==> src/sv/prac_pkg.sv <==
package prac_pkg;

    // Field and register widths fixed by the block
    localparam int ANGLE_BITS     = 10;
    localparam int CFG_INDEX_BITS = 2;

    // Register indexes on the configuration port
    typedef enum logic [CFG_INDEX_BITS-1:0] {
        REG_ANGLE    = 2'd0,
        REG_CENTER_X = 2'd1,
        REG_CENTER_Y = 2'd2
    } cfg_index_t;

    // Quadrant of the reduced angle
    typedef enum logic [1:0] {
        QUAD_0 = 2'd0,
        QUAD_1 = 2'd1,
        QUAD_2 = 2'd2,
        QUAD_3 = 2'd3
    } quad_t;

    // Angle reduction constants and widths
    localparam int DEG_TWO_TURNS = 720;
    localparam int DEG_TURN      = 360;
    localparam int DEG_270       = 270;
    localparam int DEG_180       = 180;
    localparam int DEG_90        = 90;
    localparam int DEG_45        = 45;
    localparam int REM0_W        = ANGLE_BITS + 1;  // negated angle plus two turns
    localparam int REM1_W        = 10;              // 0..719
    localparam int DEG_W         = 9;               // 0..359
    localparam int QDEG_W        = 7;               // 0..89
    localparam int MAG_IDX_W     = 6;               // 0..45

    // First-octant magnitude table, 30 fraction bits of work precision
    localparam int          WORK_FRAC   = 30;
    localparam logic [63:0] PI_2P60     = 64'h3243F6A8885A308D;
    localparam logic [63:0] RAD_PER_DEG = PI_2P60 / 64'd180;
    localparam int          MAG_ENTRIES = 46;
    localparam int          MAG_W       = 31;

    typedef logic [MAG_W-1:0] mag_tab_t [MAG_ENTRIES];

    function automatic logic [63:0] sq_step(logic [63:0] t, logic [63:0] x);
        logic [63:0] p;
        p = (t * x) >> WORK_FRAC;
        return (p * x) >> WORK_FRAC;
    endfunction

    // Taylor sine, every product and quotient truncated
    function automatic logic [63:0] sin30(logic [63:0] x);
        logic [63:0] t;
        logic [63:0] sum;
        t   = x;
        sum = x;
        t   = sq_step(t, x) / 64'd6;
        sum = sum - t;
        t   = sq_step(t, x) / 64'd20;
        sum = sum + t;
        t   = sq_step(t, x) / 64'd42;
        sum = sum - t;
        t   = sq_step(t, x) / 64'd72;
        sum = sum + t;
        t   = sq_step(t, x) / 64'd110;
        sum = sum - t;
        t   = sq_step(t, x) / 64'd156;
        sum = sum + t;
        return sum;
    endfunction

    // Taylor cosine, every product and quotient truncated
    function automatic logic [63:0] cos30(logic [63:0] x);
        logic [63:0] t;
        logic [63:0] sum;
        t   = 64'd1 << WORK_FRAC;
        sum = 64'd1 << WORK_FRAC;
        t   = sq_step(t, x) / 64'd2;
        sum = sum - t;
        t   = sq_step(t, x) / 64'd12;
        sum = sum + t;
        t   = sq_step(t, x) / 64'd30;
        sum = sum - t;
        t   = sq_step(t, x) / 64'd56;
        sum = sum + t;
        t   = sq_step(t, x) / 64'd90;
        sum = sum - t;
        t   = sq_step(t, x) / 64'd132;
        sum = sum + t;
        return sum;
    endfunction

    // Build the rounded magnitude table for one function at elaboration
    function automatic mag_tab_t build_mag(bit want_cos, int frac_bits);
        mag_tab_t    tab;
        logic [63:0] x;
        logic [63:0] v;
        int          sh;
        sh = WORK_FRAC - frac_bits;
        for (int d = 0; d < MAG_ENTRIES; d++)
        begin
            x = (64'(d) * RAD_PER_DEG + (64'd1 << (WORK_FRAC - 1))) >> WORK_FRAC;
            v = want_cos ? cos30(x) : sin30(x);
            tab[d] = MAG_W'((v + (64'd1 << (sh - 1))) >> sh);
        end
        return tab;
    endfunction

endpackage

==> src/sv/prac_trig.sv <==
module prac_trig #(
    parameter int TRIG_FRAC_BITS = 16
) (
    input  logic signed [prac_pkg::ANGLE_BITS-1:0] angle,
    output logic signed [TRIG_FRAC_BITS+1:0]       cos_val,
    output logic signed [TRIG_FRAC_BITS+1:0]       sin_val
);
    import prac_pkg::*;

    localparam int       TRIG_W   = TRIG_FRAC_BITS + 2;
    localparam int       MAG_BITS = TRIG_FRAC_BITS + 1;
    localparam mag_tab_t COS_TAB  = build_mag(1'b1, TRIG_FRAC_BITS);
    localparam mag_tab_t SIN_TAB  = build_mag(1'b0, TRIG_FRAC_BITS);

    logic signed [ANGLE_BITS:0] neg_angle;
    logic [REM0_W-1:0]          rem0;
    logic [REM1_W-1:0]          rem1;
    logic [DEG_W-1:0]           red;
    quad_t                      quad;
    logic [QDEG_W-1:0]          oct_m;
    logic                       swap;
    logic [MAG_IDX_W-1:0]       idx;
    logic [MAG_BITS-1:0]        mag_c;
    logic [MAG_BITS-1:0]        mag_s;
    logic signed [TRIG_W-1:0]   cbs;
    logic signed [TRIG_W-1:0]   sbs;

    // Negate and reduce to 0..359 with two compare-subtract steps
    always_comb
    begin
        neg_angle = -((ANGLE_BITS + 1)'(angle));
        rem0      = REM0_W'(neg_angle) + REM0_W'(DEG_TWO_TURNS);
        rem1      = (rem0 >= REM0_W'(DEG_TWO_TURNS)) ? REM1_W'(rem0 - REM0_W'(DEG_TWO_TURNS))
                                                     : REM1_W'(rem0);
        red       = (rem1 >= REM1_W'(DEG_TURN)) ? DEG_W'(rem1 - REM1_W'(DEG_TURN))
                                                : DEG_W'(rem1);
    end

    // Split into quadrant and angle within the quadrant
    always_comb
    begin
        priority if (red >= DEG_W'(DEG_270))
        begin
            quad  = QUAD_3;
            oct_m = QDEG_W'(red - DEG_W'(DEG_270));
        end
        else if (red >= DEG_W'(DEG_180))
        begin
            quad  = QUAD_2;
            oct_m = QDEG_W'(red - DEG_W'(DEG_180));
        end
        else if (red >= DEG_W'(DEG_90))
        begin
            quad  = QUAD_1;
            oct_m = QDEG_W'(red - DEG_W'(DEG_90));
        end
        else
        begin
            quad  = QUAD_0;
            oct_m = QDEG_W'(red);
        end
    end

    // Fold the upper octant onto the table by swapping sine and cosine
    always_comb
    begin
        swap  = oct_m > QDEG_W'(DEG_45);
        idx   = swap ? MAG_IDX_W'(QDEG_W'(DEG_90) - oct_m) : MAG_IDX_W'(oct_m);
        mag_c = swap ? SIN_TAB[idx][MAG_BITS-1:0] : COS_TAB[idx][MAG_BITS-1:0];
        mag_s = swap ? COS_TAB[idx][MAG_BITS-1:0] : SIN_TAB[idx][MAG_BITS-1:0];
        cbs   = signed'({1'b0, mag_c});
        sbs   = signed'({1'b0, mag_s});
    end

    // Apply quadrant signs
    always_comb
    begin
        unique case (quad)
            QUAD_0:
            begin
                cos_val = cbs;
                sin_val = sbs;
            end
            QUAD_1:
            begin
                cos_val = -sbs;
                sin_val = cbs;
            end
            QUAD_2:
            begin
                cos_val = -cbs;
                sin_val = -sbs;
            end
            default:
            begin
                cos_val = sbs;
                sin_val = -cbs;
            end
        endcase
    end

endmodule

==> src/sv/prac_cfg.sv <==
module prac_cfg #(
    parameter int COORD_BITS     = 12,
    parameter int TRIG_FRAC_BITS = 16,
    parameter int CFG_DATA_W     = 12
) (
    input  logic                                  clk,
    input  logic                                  rst_n,
    input  logic                                  cfg_we,
    input  logic [prac_pkg::CFG_INDEX_BITS-1:0]   cfg_index,
    input  logic [CFG_DATA_W-1:0]                 cfg_wdata,
    output logic signed [TRIG_FRAC_BITS+1:0]      cos_val,
    output logic signed [TRIG_FRAC_BITS+1:0]      sin_val,
    output logic signed [COORD_BITS-1:0]          center_x,
    output logic signed [COORD_BITS-1:0]          center_y
);
    import prac_pkg::*;

    localparam int TRIG_W = TRIG_FRAC_BITS + 2;

    logic signed [TRIG_W-1:0]     wr_cos;
    logic signed [TRIG_W-1:0]     wr_sin;
    logic signed [TRIG_W-1:0]     cos_reg;
    logic signed [TRIG_W-1:0]     cos_next;
    logic signed [TRIG_W-1:0]     sin_reg;
    logic signed [TRIG_W-1:0]     sin_next;
    logic signed [COORD_BITS-1:0] center_x_reg;
    logic signed [COORD_BITS-1:0] center_x_next;
    logic signed [COORD_BITS-1:0] center_y_reg;
    logic signed [COORD_BITS-1:0] center_y_next;

    // Look up cosine and sine of the angle being written
    prac_trig #(
        .TRIG_FRAC_BITS(TRIG_FRAC_BITS)
    ) u_trig (
        .angle  (cfg_wdata[ANGLE_BITS-1:0]),
        .cos_val(wr_cos),
        .sin_val(wr_sin)
    );

    // Decode register writes; unknown indexes are dropped
    always_comb
    begin
        cos_next      = cos_reg;
        sin_next      = sin_reg;
        center_x_next = center_x_reg;
        center_y_next = center_y_reg;
        if (cfg_we)
        begin
            unique case (cfg_index)
                REG_ANGLE:
                begin
                    cos_next = wr_cos;
                    sin_next = wr_sin;
                end
                REG_CENTER_X: center_x_next = cfg_wdata[COORD_BITS-1:0];
                REG_CENTER_Y: center_y_next = cfg_wdata[COORD_BITS-1:0];
                default:
                begin
                    cos_next = cos_reg;
                end
            endcase
        end
    end

    // Hold settings; reset means zero angle and center at origin
    always_ff @(posedge clk or negedge rst_n)
    begin
        if (!rst_n)
        begin
            cos_reg      <= TRIG_W'(1) <<< TRIG_FRAC_BITS;
            sin_reg      <= '0;
            center_x_reg <= '0;
            center_y_reg <= '0;
        end
        else
        begin
            cos_reg      <= cos_next;
            sin_reg      <= sin_next;
            center_x_reg <= center_x_next;
            center_y_reg <= center_y_next;
        end
    end

    assign cos_val  = cos_reg;
    assign sin_val  = sin_reg;
    assign center_x = center_x_reg;
    assign center_y = center_y_reg;

endmodule

==> src/sv/prac_finish.sv <==
module prac_finish #(
    parameter int COORD_BITS     = 12,
    parameter int TRIG_FRAC_BITS = 16
) (
    input  logic signed [COORD_BITS+TRIG_FRAC_BITS+3:0] acc,
    input  logic signed [COORD_BITS-1:0]                center,
    output logic signed [COORD_BITS-1:0]                value,
    output logic                                        clip
);
    localparam int ACC_W = COORD_BITS + TRIG_FRAC_BITS + 4;
    localparam int SHR_W = COORD_BITS + 4;
    localparam logic signed [ACC_W-1:0] HALF = ACC_W'(1) <<< (TRIG_FRAC_BITS - 1);
    localparam logic signed [SHR_W-1:0] LO   = SHR_W'(-(2 ** (COORD_BITS - 1)));
    localparam logic signed [SHR_W-1:0] HI   = SHR_W'(2 ** (COORD_BITS - 1) - 1);

    logic signed [ACC_W-1:0] sum_w;
    logic signed [SHR_W-1:0] flo;

    // Add center and one half, floor, then saturate
    always_comb
    begin
        sum_w = acc + (ACC_W'(center) <<< TRIG_FRAC_BITS) + HALF;
        flo   = SHR_W'(sum_w >>> TRIG_FRAC_BITS);
        priority if (flo < LO)
        begin
            value = COORD_BITS'(LO);
            clip  = 1'b1;
        end
        else if (flo > HI)
        begin
            value = COORD_BITS'(HI);
            clip  = 1'b1;
        end
        else
        begin
            value = COORD_BITS'(flo);
            clip  = 1'b0;
        end
    end

endmodule

==> src/sv/prac_datapath.sv <==
module prac_datapath #(
    parameter int COORD_BITS     = 12,
    parameter int TRIG_FRAC_BITS = 16
) (
    input  logic                             clk,
    input  logic                             rst_n,
    input  logic                             in_valid,
    output logic                             in_ready,
    input  logic signed [COORD_BITS-1:0]     in_px,
    input  logic signed [COORD_BITS-1:0]     in_py,
    input  logic                             in_last,
    input  logic signed [TRIG_FRAC_BITS+1:0] cos_val,
    input  logic signed [TRIG_FRAC_BITS+1:0] sin_val,
    input  logic signed [COORD_BITS-1:0]     center_x,
    input  logic signed [COORD_BITS-1:0]     center_y,
    output logic                             out_valid,
    input  logic                             out_ready,
    output logic signed [COORD_BITS-1:0]     out_rx,
    output logic signed [COORD_BITS-1:0]     out_ry,
    output logic                             out_last,
    output logic                             out_clip
);
    localparam int DIFF_W = COORD_BITS + 1;
    localparam int PROD_W = COORD_BITS + TRIG_FRAC_BITS + 3;
    localparam int ACC_W  = PROD_W + 1;

    logic                         a_ready;
    logic                         b_ready;
    logic                         o_ready;
    logic                         a_valid_reg;
    logic                         a_valid_next;
    logic                         b_valid_reg;
    logic                         b_valid_next;
    logic                         out_valid_reg;
    logic                         out_valid_next;

    logic signed [COORD_BITS-1:0] px_a_reg;
    logic signed [COORD_BITS-1:0] py_a_reg;
    logic                         last_a_reg;
    logic signed [DIFF_W-1:0]     dx;
    logic signed [DIFF_W-1:0]     dy;
    logic signed [PROD_W-1:0]     xc_next;
    logic signed [PROD_W-1:0]     ys_next;
    logic signed [PROD_W-1:0]     xs_next;
    logic signed [PROD_W-1:0]     yc_next;
    logic signed [PROD_W-1:0]     xc_reg;
    logic signed [PROD_W-1:0]     ys_reg;
    logic signed [PROD_W-1:0]     xs_reg;
    logic signed [PROD_W-1:0]     yc_reg;
    logic                         last_b_reg;
    logic signed [ACC_W-1:0]      acc_x;
    logic signed [ACC_W-1:0]      acc_y;
    logic signed [COORD_BITS-1:0] rx_next;
    logic signed [COORD_BITS-1:0] ry_next;
    logic                         clip_x;
    logic                         clip_y;
    logic signed [COORD_BITS-1:0] rx_reg;
    logic signed [COORD_BITS-1:0] ry_reg;
    logic                         last_reg;
    logic                         clip_reg;

    // Each stage takes a beat when empty or when its contents move on
    always_comb
    begin
        o_ready        = !out_valid_reg || out_ready;
        b_ready        = !b_valid_reg || o_ready;
        a_ready        = !a_valid_reg || b_ready;
        a_valid_next   = a_ready ? in_valid : a_valid_reg;
        b_valid_next   = b_ready ? a_valid_reg : b_valid_reg;
        out_valid_next = o_ready ? b_valid_reg : out_valid_reg;
    end

    always_ff @(posedge clk or negedge rst_n)
    begin
        if (!rst_n)
        begin
            a_valid_reg   <= 1'b0;
            b_valid_reg   <= 1'b0;
            out_valid_reg <= 1'b0;
        end
        else
        begin
            a_valid_reg   <= a_valid_next;
            b_valid_reg   <= b_valid_next;
            out_valid_reg <= out_valid_next;
        end
    end

    // Offsets from the center, the four products and their two sums
    always_comb
    begin
        dx      = DIFF_W'(px_a_reg) - DIFF_W'(center_x);
        dy      = DIFF_W'(py_a_reg) - DIFF_W'(center_y);
        xc_next = PROD_W'(dx) * PROD_W'(cos_val);
        ys_next = PROD_W'(dy) * PROD_W'(sin_val);
        xs_next = PROD_W'(dx) * PROD_W'(sin_val);
        yc_next = PROD_W'(dy) * PROD_W'(cos_val);
        acc_x   = ACC_W'(xc_reg) - ACC_W'(ys_reg);
        acc_y   = ACC_W'(xs_reg) + ACC_W'(yc_reg);
    end

    // Round and saturate both coordinates
    prac_finish #(
        .COORD_BITS    (COORD_BITS),
        .TRIG_FRAC_BITS(TRIG_FRAC_BITS)
    ) u_finish_x (
        .acc   (acc_x),
        .center(center_x),
        .value (rx_next),
        .clip  (clip_x)
    );

    prac_finish #(
        .COORD_BITS    (COORD_BITS),
        .TRIG_FRAC_BITS(TRIG_FRAC_BITS)
    ) u_finish_y (
        .acc   (acc_y),
        .center(center_y),
        .value (ry_next),
        .clip  (clip_y)
    );

    // Payload registers advance with their stage
    always_ff @(posedge clk)
    begin
        if (a_ready && in_valid)
        begin
            px_a_reg   <= in_px;
            py_a_reg   <= in_py;
            last_a_reg <= in_last;
        end
        if (b_ready && a_valid_reg)
        begin
            xc_reg     <= xc_next;
            ys_reg     <= ys_next;
            xs_reg     <= xs_next;
            yc_reg     <= yc_next;
            last_b_reg <= last_a_reg;
        end
        if (o_ready && b_valid_reg)
        begin
            rx_reg   <= rx_next;
            ry_reg   <= ry_next;
            last_reg <= last_b_reg;
            clip_reg <= clip_x || clip_y;
        end
    end

    assign in_ready  = a_ready;
    assign out_valid = out_valid_reg;
    assign out_rx    = rx_reg;
    assign out_ry    = ry_reg;
    assign out_last  = last_reg;
    assign out_clip  = clip_reg;

endmodule

==> src/sv/point_rotate_about_center_top.sv <==
// Point rotation about a programmable center.
// Input stream (s_axis): one point per beat, x and y in tdata, tlast marks the
// final vertex of a figure. Output stream (m_axis): the rotated point per beat,
// tlast copied from the input, tuser set when either coordinate saturated.
// Configuration: write cfg_wdata to register cfg_index while cfg_we is high:
// 0 angle in whole degrees, 1 center x, 2 center y; other indexes are ignored.
// Writing the angle looks up cosine and sine in the first-octant table at once.
// An accepted beat passes the input, product and result registers in that
// order before it is presented on m_axis. Throughput: one point per cycle
// unless m_axis stalls; each stage holds one beat and loads again whenever its
// contents move on, so a stalled result still lets earlier stages fill. Three
// beats can be in flight before s_axis_tready drops.
// When the receiver stalls, the result and its flags hold until taken.
// Reset clears all valid flags and sets angle zero and center at the origin;
// there is no clearing pass and the block accepts points right after reset.
module point_rotate_about_center_top #(
    parameter int COORD_BITS     = 12,
    parameter int TRIG_FRAC_BITS = 16
) (
    input  logic                                        clk,
    input  logic                                        rst_n,
    // point_x [COORD_BITS-1:0], point_y next, zero pad to bytes
    input  logic [((2*COORD_BITS+7)/8)*8-1:0]           s_axis_tdata,
    input  logic                                        s_axis_tvalid,
    output logic                                        s_axis_tready,
    input  logic                                        s_axis_tlast,
    // rotated_x [COORD_BITS-1:0], rotated_y next, zero pad to bytes
    output logic [((2*COORD_BITS+7)/8)*8-1:0]           m_axis_tdata,
    output logic                                        m_axis_tvalid,
    input  logic                                        m_axis_tready,
    output logic                                        m_axis_tlast,
    // clipped
    output logic [0:0]                                  m_axis_tuser,
    input  logic                                        cfg_we,
    input  logic [prac_pkg::CFG_INDEX_BITS-1:0]         cfg_index,
    input  logic [((COORD_BITS > prac_pkg::ANGLE_BITS) ? COORD_BITS
                   : prac_pkg::ANGLE_BITS)-1:0]         cfg_wdata
);
    import prac_pkg::*;

    localparam int DATA_W     = ((2 * COORD_BITS + 7) / 8) * 8;
    localparam int PAD_W      = DATA_W - 2 * COORD_BITS;
    localparam int CFG_DATA_W = (COORD_BITS > ANGLE_BITS) ? COORD_BITS : ANGLE_BITS;
    localparam int TRIG_W     = TRIG_FRAC_BITS + 2;
    localparam logic [COORD_BITS-1:0] COORD_MIN = {1'b1, {(COORD_BITS-1){1'b0}}};
    localparam logic [COORD_BITS-1:0] COORD_MAX = {1'b0, {(COORD_BITS-1){1'b1}}};

    logic signed [TRIG_W-1:0]     cos_val;
    logic signed [TRIG_W-1:0]     sin_val;
    logic signed [COORD_BITS-1:0] center_x;
    logic signed [COORD_BITS-1:0] center_y;
    logic signed [COORD_BITS-1:0] rot_x;
    logic signed [COORD_BITS-1:0] rot_y;

    // Settings and trig values
    prac_cfg #(
        .COORD_BITS    (COORD_BITS),
        .TRIG_FRAC_BITS(TRIG_FRAC_BITS),
        .CFG_DATA_W    (CFG_DATA_W)
    ) u_cfg (
        .clk      (clk),
        .rst_n    (rst_n),
        .cfg_we   (cfg_we),
        .cfg_index(cfg_index),
        .cfg_wdata(cfg_wdata),
        .cos_val  (cos_val),
        .sin_val  (sin_val),
        .center_x (center_x),
        .center_y (center_y)
    );

    // Rotation pipeline
    prac_datapath #(
        .COORD_BITS    (COORD_BITS),
        .TRIG_FRAC_BITS(TRIG_FRAC_BITS)
    ) u_datapath (
        .clk      (clk),
        .rst_n    (rst_n),
        .in_valid (s_axis_tvalid),
        .in_ready (s_axis_tready),
        .in_px    (s_axis_tdata[COORD_BITS-1:0]),
        .in_py    (s_axis_tdata[2*COORD_BITS-1:COORD_BITS]),
        .in_last  (s_axis_tlast),
        .cos_val  (cos_val),
        .sin_val  (sin_val),
        .center_x (center_x),
        .center_y (center_y),
        .out_valid(m_axis_tvalid),
        .out_ready(m_axis_tready),
        .out_rx   (rot_x),
        .out_ry   (rot_y),
        .out_last (m_axis_tlast),
        .out_clip (m_axis_tuser[0])
    );

    // Pack the result beat
    generate
        if (PAD_W > 0)
        begin : g_pad
            assign m_axis_tdata = {{PAD_W{1'b0}}, rot_y, rot_x};
        end
        else
        begin : g_nopad
            assign m_axis_tdata = {rot_y, rot_x};
        end
    endgenerate

`ifndef SYNTHESIS
    // Input backpressure only comes from a full pipeline behind a stalled output
    assert property (@(posedge clk) disable iff (!rst_n)
        !s_axis_tready |-> (m_axis_tvalid && !m_axis_tready))
        else $error("input stalled without output stall");

    // A clipped result has at least one coordinate on a range bound
    assert property (@(posedge clk) disable iff (!rst_n)
        (m_axis_tvalid && m_axis_tuser[0]) |->
        (rot_x == COORD_MIN || rot_x == COORD_MAX ||
         rot_y == COORD_MIN || rot_y == COORD_MAX))
        else $error("clip flag set with both coordinates inside range");

    // Cosine and sine never vanish together
    assert property (@(posedge clk) disable iff (!rst_n)
        (cos_val != '0) || (sin_val != '0))
        else $error("trig lookup gave zero cosine and zero sine");
`endif

endmodule

==> config.mk <==
export PLATFORM = sky130hd
export DESIGN_NAME = point_rotate_about_center_top
export DESIGN_NICKNAME = d
export VERILOG_FILES = /design/src/sv/prac_pkg.sv /design/src/sv/prac_trig.sv /design/src/sv/prac_cfg.sv /design/src/sv/prac_finish.sv /design/src/sv/prac_datapath.sv /design/src/sv/point_rotate_about_center_top.sv
export SDC_FILE = /design/constraint.sdc
export NUM_CORES = 2
export LEC_CHECK = 0
export BUFFER_PORTS_ARGS = -buffer_cell sky130_fd_sc_hd__buf_2
export CAP_MARGIN = 10
export CELL_PAD_IN_SITES_DETAIL_PLACEMENT = 1
export CELL_PAD_IN_SITES_GLOBAL_PLACEMENT = 1
export CORE_MARGIN = 2
export CORE_UTILIZATION = 48
export CTS_CLUSTER_DIAMETER = 120
export DETAILED_ROUTE_END_ITERATION = 8
export PLACE_DENSITY_LB_ADDON = 0.1
export SLEW_MARGIN = 20
export SYNTH_ARGS = -nofsm -noshare
export SYNTH_HDL_FRONTEND = slang
export SYNTH_SLANG_ARGS = --single-unit
==> constraint.sdc <==
create_clock -name clk -period 9 [get_ports clk]
set_input_delay 0.9 -clock clk [delete_from_list [all_inputs] [get_ports clk]]
set_output_delay 0.9 -clock clk [all_outputs]
set_load 0.02 [all_outputs]
Word-level counts from Yosys, hierarchy flattened
Memories as Yosys holds them, arrays and structs flattened.
Cells that the tools add are included.
{"block": "op_classes", "reduce_logical": 15, "n_bitwise": 1, "mul": 4, "addsub": 18, "muxes": 23, "n_eq_ne": 4, "n_lt_le_gt_ge": 11}
{"operator": "13-bit by 18-bit multiplier with 31-bit output", "count": 4}
{"operator": "18-bit one-hot mux with 3 select lines", "count": 2}
{"operator": "17-bit two-way mux", "count": 6}
{"operator": "32-bit by 17-bit adder with 32-bit output (second input constant)", "count": 2}
{"operator": "32-bit by 28-bit adder with 32-bit output", "count": 2}
{"operator": "17-bit negation with 18-bit output", "count": 2}
{"operator": "31-bit by 31-bit adder with 32-bit output", "count": 1}
{"operator": "16-bit by 12-bit greater-than comparator with 1-bit output (second input constant)", "count": 2}
{"operator": "16-bit by 12-bit less-than comparator with 1-bit output (second input constant)", "count": 2}
{"operator": "31-bit by 31-bit subtractor with 32-bit output", "count": 1}
{"operator": "12-bit by 12-bit subtractor with 13-bit output", "count": 2}
{"operator": "12-bit two-way mux", "count": 2}
{"operator": "7-bit two-way mux", "count": 3}
{"operator": "11-bit adder (second input constant)", "count": 1}
{"operator": "11-bit by 10-bit greater-or-equal comparator with 1-bit output (second input constant)", "count": 1}
{"operator": "10-bit negation with 11-bit output", "count": 1}
{"operator": "10-bit by 9-bit greater-or-equal comparator with 1-bit output (second input constant)", "count": 1}
{"operator": "10-bit two-way mux", "count": 1}
{"operator": "10-bit subtractor (second input constant)", "count": 1}
{"operator": "9-bit by 7-bit greater-or-equal comparator with 1-bit output (second input constant)", "count": 1}
{"operator": "9-bit by 8-bit greater-or-equal comparator with 1-bit output (second input constant)", "count": 1}
{"operator": "9-bit greater-or-equal comparator (second input constant)", "count": 1}
{"operator": "9-bit two-way mux", "count": 1}
{"operator": "9-bit subtractor (second input constant)", "count": 1}
{"operator": "17 further kinds", "count": 34}
{"block": "word_totals", "romBits": 3968, "regBits": 239, "mem_count": 2}
{"memory": "(no name shown)", "depth": 64, "width": 31, "rd": 1, "rd_ports_with_merged_regs": 0, "write_ports": 0, "line": "prac_trig.sv:70", "source": "mag_s = swap ? COS_TAB[idx][MAG_BITS-1:0] : SIN_TAB[idx][MAG_BITS-1:0];"}
{"memory": "(no name shown)", "depth": 64, "width": 31, "rd": 1, "rd_ports_with_merged_regs": 0, "write_ports": 0, "line": "prac_trig.sv:70"}

Longest topological paths before layout
{"block": "logic_depth", "word_depth": 19, "ltp_mapped": 50, "mapped_depth_nobuf": 46}

Hierarchy
Synthesis repeated with hierarchy kept, for this count alone.
{"block": "unflattened", "hier_cells": 5789, "area_unflattened_um2": 54187.0}
{"mod": "prac_datapath", "area_per_inst_um2": 42234.3, "n_inst": 1, "cells_per_inst": 4331}
{"mod": "prac_trig", "area_per_inst_um2": 7118.1, "n_inst": 1, "cells_per_inst": 1007}
{"mod": "prac_finish", "area_per_inst_um2": 1214.9, "n_inst": 2, "cells_per_inst": 161}
{"mod": "prac_cfg", "area_per_inst_um2": 2404.8, "n_inst": 1, "cells_per_inst": 129}

Least setup slack after synthesis
Ideal clock, no wire load.
{"block": "synth_path", "kind": "input port to flip-flop", "startpoint": "input port cfg_wdata[0] in the netlist's numbering", "endpoint": "register u_cfg.sin_reg[14] (netlist: u_cfg.sin_val[14])", "setup_slack_ps": -862, "setup_time_ps": 128, "arrival_ps": 9735, "required_time_ps": 8872, "n_path_buf": 8, "cell_stages": 49, "path_cell_list": "buf_2 clkinv_1 clkbuf_1 ha_1 buf_4 nor3b_1 xnor2_1 ha_1 o211ai_1 a2111o_1 and4_1 o31a_1 o31a_1 a31oi_2 nor2_1 a221o_1 o21a_1 buf_2 [13 not listed] buf_2 ha_1 nand3_1 a211oi_1 a21oi_1 o22ai_1 a311oi_1 nor2_1 nor2_1 inv_1 ha_1 inv_1 a21oi_1 nand4_2 or2_4 o31a_1 a211oi_1 nor3_1"}
{"block": "synth_between", "elab_chain_len": 19, "word_cells_on_any_way": 38, "cone_classes": "add/sub: 10; order compare: 6; eq/ne: 2; mux: 16; bitwise: 1; reduce/logical: 1; memory: 2"}
{"item": "start: declaration", "line": "point_rotate_about_center_top.sv:37", "source": ": prac_pkg::ANGLE_BITS)-1:0] cfg_wdata"}
{"item": "10-bit negation with 11-bit output (*)", "line": "prac_trig.sv:31", "source": "neg_angle = -((ANGLE_BITS + 1)'(angle));"}
{"item": "11-bit adder (*)", "line": "prac_trig.sv:32", "source": "rem0 = REM0_W'(neg_angle) + REM0_W'(DEG_TWO_TURNS);"}
{"item": "10-bit subtractor / 11-bit by 10-bit greater-or-equal comparator with 1-bit output (equally long branches)", "line": "prac_trig.sv:33", "source": "rem1 = (rem0 >= REM0_W'(DEG_TWO_TURNS)) ? REM1_W'(rem0 - REM0_W'(DEG_TWO_TURNS))"}
{"item": "10-bit two-way mux (*)", "line": "prac_trig.sv:33"}
{"item": "9-bit subtractor / 10-bit by 9-bit greater-or-equal comparator with 1-bit output (equally long branches)", "line": "prac_trig.sv:35", "source": "red = (rem1 >= REM1_W'(DEG_TURN)) ? DEG_W'(rem1 - REM1_W'(DEG_TURN))"}
{"item": "9-bit two-way mux (*)", "line": "prac_trig.sv:35"}
{"item": "9-bit by 7-bit greater-or-equal comparator with 1-bit output / 7-bit subtractor (equally long branches)", "line": "prac_trig.sv:52, prac_trig.sv:55"}
{"item": "7-bit two-way mux", "line": "prac_trig.sv:52", "source": "else if (red >= DEG_W'(DEG_90))"}
{"item": "[2 not listed]"}
{"item": "5-bit by 6-bit subtractor with 6-bit output / 7-bit by 6-bit greater-than comparator with 1-bit output (equally long branches)", "line": "prac_trig.sv:68, prac_trig.sv:67"}
{"item": "6-bit two-way mux", "line": "prac_trig.sv:68", "source": "idx = swap ? MAG_IDX_W'(QDEG_W'(DEG_90) - oct_m) : MAG_IDX_W'(oct_m);"}
{"item": "6-bit inverter with 7-bit output (implied by the code)", "line": "prac_trig.sv:69, prac_trig.sv:70"}
{"item": "memory 64 x 31 bit"}
{"item": "17-bit two-way mux (implied by the code) (2 in a row)", "line": "prac_trig.sv:70"}
{"item": "17-bit two-way mux, on equally long branches", "line": "prac_trig.sv:69, prac_trig.sv:70"}
{"item": "17-bit negation with 18-bit output, on equally long branches", "line": "prac_trig.sv:97, prac_trig.sv:92"}
{"item": "18-bit one-hot mux with 3 select lines (*)", "line": "prac_trig.sv:78", "source": "unique case (quad)"}
{"item": "end signal: assignment", "line": "prac_cfg.sv:78", "source": "sin_reg <= sin_next;"}
{"item": "end: declaration", "line": "prac_cfg.sv:24", "source": "logic signed [TRIG_W-1:0] sin_reg;"}
Every way passes the cells marked *; elsewhere a longest branch is shown, timed or not. The select of a mux whose other input is x is not followed.
A chain may end at the register's enable or synchronous reset.

Worst setup path after layout
{"block": "layout_path", "startpoint": "register u_datapath.px_a_reg[0]", "endpoint": "register u_datapath.xc_reg[30], data pin"}
{"block": "layout_between", "elab_chain_len": 2}
{"item": "start: declaration", "line": "prac_datapath.sv:37", "source": "logic signed [COORD_BITS-1:0] px_a_reg;"}
{"item": "start signal: assignment", "line": "prac_datapath.sv:128", "source": "px_a_reg <= in_px;"}
{"item": "12-bit by 12-bit subtractor with 13-bit output", "line": "prac_datapath.sv:92", "source": "dx = DIFF_W'(px_a_reg) - DIFF_W'(center_x);"}
{"item": "13-bit by 18-bit multiplier with 31-bit output", "line": "prac_datapath.sv:94", "source": "xc_next = PROD_W'(dx) * PROD_W'(cos_val);"}
{"item": "via u_datapath.xc_next[30]", "line": "prac_datapath.sv:42", "source": "logic signed [PROD_W-1:0] xc_next;"}
{"item": "end signal: assignment", "line": "prac_datapath.sv:134", "source": "xc_reg <= xc_next;"}
{"item": "end: declaration", "line": "prac_datapath.sv:46", "source": "logic signed [PROD_W-1:0] xc_reg;"}
The timed path passes the listed nets, and every way through them passes these cells.

==> results.json <==
{
  "status": "complete, no violations",
  "grt_pass1_wl_um": 264000,
  "worst-path-buf-inv": 9,
  "max_cap_viol_count": 0,
  "finalNetCount": 7186,
  "die_area_um2": 108000,
  "min_path_type": "in -> async",
  "drc": 0,
  "grt_max_degree": 66,
  "critPathSlowestCell": "fa_1",
  "synthArstFlopShare": 0.264,
  "grt-ovfl-total": 0,
  "cp_data_arrival_time_ps": 9200,
  "drive_gt1_frac": 0.165,
  "rr_worst_depth": 47,
  "finClkSkew_ps": 39.5,
  "viasPerCell": 5.59,
  "setup_viol": 0,
  "synth_ff_type": "edfxtp_1",
  "core_um2": 105000,
  "io_pins": 72,
  "maxSlewHeadroom": 0.326,
  "dp_hpwl_um": 139000,
  "die_w_um": 329,
  "rsz0062_at_grt": "yes",
  "critPathMaxFanout": 3,
  "cts.clk_slew.worst_paths_ps": 50,
  "hold_violations": 0,
  "clock-sinks": 239,
  "postRouteAntennaNets": 0,
  "worst_pin_slew_ps": 1010,
  "drt_pass1_iterations": 5,
  "antenna_found_initial": 4,
  "portBuffers": 71,
  "cts_root_buf": "clkbuf_16",
  "preCtsSetupSlack_ps": -452,
  "fp-row-count": 119,
  "track_usage": 0.320,
  "setup_ws_ps": 113,
  "fmax_ghz": 0.113,
  "grt_pass1_vias": 45700,
  "die_h_um": 329,
  "synth_cell_types": 127,
  "required_ps": 9320,
  "area_growth_pct": 14.9,
  "finalWeightedCongestion": 0.899,
  "min_period_ps": 8890,
  "whs_ps": 269,
  "n_fill_cell": 11900,
  "syn_inst": 5414,
  "cts_max_level": 2,
  "synth_fp_nets": 6798,
  "yosysWarnings": 0,
  "clockBufferDepth": 3,
  "max_stage_delay_ps": 510,
  "start_util": 0.483,
  "drt-total-wl_um": 169000,
  "cp_num_cells": 47,
  "path_common_cell": "a21oi_2",
  "synth-edff-count": 176,
  "ctsHoldBuffers": 0,
  "ys_seq_elements": 239,
  "drt_iter0_markers": 2112,
  "syn-cell-area_um2": 50700,
  "finalCritPeriodShare": 0.987,
  "finalMaxSlewViolations": 0,
  "yosysSeqAreaShare": 0.135,
  "cp_top_family": "adder cells",
  "worstSetupStartpointType": "flop",
  "routedWlPerCell_um": 23.5,
  "end_kind": "flop",
  "numPlacedInstances": 7130,
  "clock_latency_ps": 590,
  "instances_no_fill": 7220,
  "avgSynthCellArea_um2": 9.36,
  "cts_tree": "yes",
  "numCtsBuffers": 36,
  "critPathKind": "reg -> reg",
  "route.vias.total": 40400
}
-- cell families after synthesis --
kind of cell	synth area share
AND/OR/NAND/NOR	0.145
adder cells (fa/ha/maj)	0.464
buffers and inverters	0.0978
AO/OA/AOI/OAI	0.112
flip-flops	0.135
XOR/XNOR	0.0368
multiplexers	0.00936
-- routing by layer --
layer | share of wire | vias up | track usage
met4 | 0.047 | 0 | 0.134
met1 | 0.40 | 21300 | 0.391
li1 | - | 18000 | -
met2 | 0.52 | 798 | 0.576
met3 | 0.037 | 275 | 0.0313
met5 | 0 | - | 0
-- layout make-up --
class                      count  area (um2)  share of cell area
antenna                        2        5.00           0.0000860
clock buffer                  41         950              0.0163
clock inverter                22         280             0.00482
inverter                     998        3760              0.0646
multi-input combinational   3890       39700               0.682
sequential                   239        6860               0.118
tap                         1391        1740              0.0299
timing repair buffer         637        4910              0.0844
-- path summary, 6_finish.rpt --
check,startpoint,end,slack (ps)
worst max-delay path,u_datapath.px_a_reg[0]$_DFFE_PP_,u_datapath.xc_reg[30]$_DFFE_PP_,110
worst min-delay path,rst_n,u_cfg.center_y[11]$_DFFE_PN0P_,270
worst max register to register,u_datapath.px_a_reg[0]$_DFFE_PP_,u_datapath.xc_reg[30]$_DFFE_PP_,110
worst min register to register,u_datapath.last_b_reg$_DFFE_PP_,u_datapath.out_last$_DFFE_PP_,430
max in group asynchronous,rst_n,u_cfg.cos_val[0]$_DFFE_PN0P_,8100
min in group clk,u_datapath.last_b_reg$_DFFE_PP_,u_datapath.out_last$_DFFE_PP_,430
-- through the flow --
stage | utilization | TNS, ps | cell area [um2]
after floorplan | - | 0 | 50800
after global placement | 0.535 | -1940 | 56200
after detailed placement | 0.535 | -10660 | 56200
after CTS | 0.549 | 0 | 57600
after global routing | 0.554 | -2220 | 58200
final | 0.554 | 0 | 58200
-- synthesized netlist by cell type, types with 79 or more instances --
cell type,number,share of area
inv_1,995,0.074
nor2b_1,79,0.0098
edfxtp_1,176,0.10
nand2b_1,91,0.011
fa_1,900,0.36
and2_1,276,0.034
a21oi_1,214,0.021
nor2_1,146,0.011
clkbuf_1,232,0.017
nand2_1,661,0.049
xnor2_1,162,0.028
o21ai_0,99,0.0098
o21bai_1,84,0.012
ha_1,440,0.11
-- placed cells by master, fill, tap and decap left out, types with 79 or more instances in the layout --
cell and instances:
ha_1 432, nor2_1 143, nand2b_1 90, o21ai_0 87
a21oi_1 134, inv_1 984, nand2_1 658, xnor2_1 149
edfxtp_1 176, fa_1 898, a21oi_2 82, buf_4 535
nor2b_1 79, and2_1 275
-- what timing repair did --
action                     CTS  global route
gates cloned                 0             0
buffers inserted             2            22
resized for setup           45           107
setup endpoints to repair   22            57
pin swaps                   15            97
-- worst reg2reg max path: cells and delay by family, from the launching register on --
family / cells / cell delay [ps]
multiplexers: 1 / 210
XOR/XNOR: 1 / 120
AO/OA/AOI/OAI: 22 / 3070
adder cells (fa/ha/maj): 9 / 3780
flip-flops: 1 / 350
buffers and inverters: 9 / 530
AND/OR/NAND/NOR: 5 / 540
Power is not shown: default switching activity piles up to over one toggle a cycle in this logic, so the estimate is an artifact.
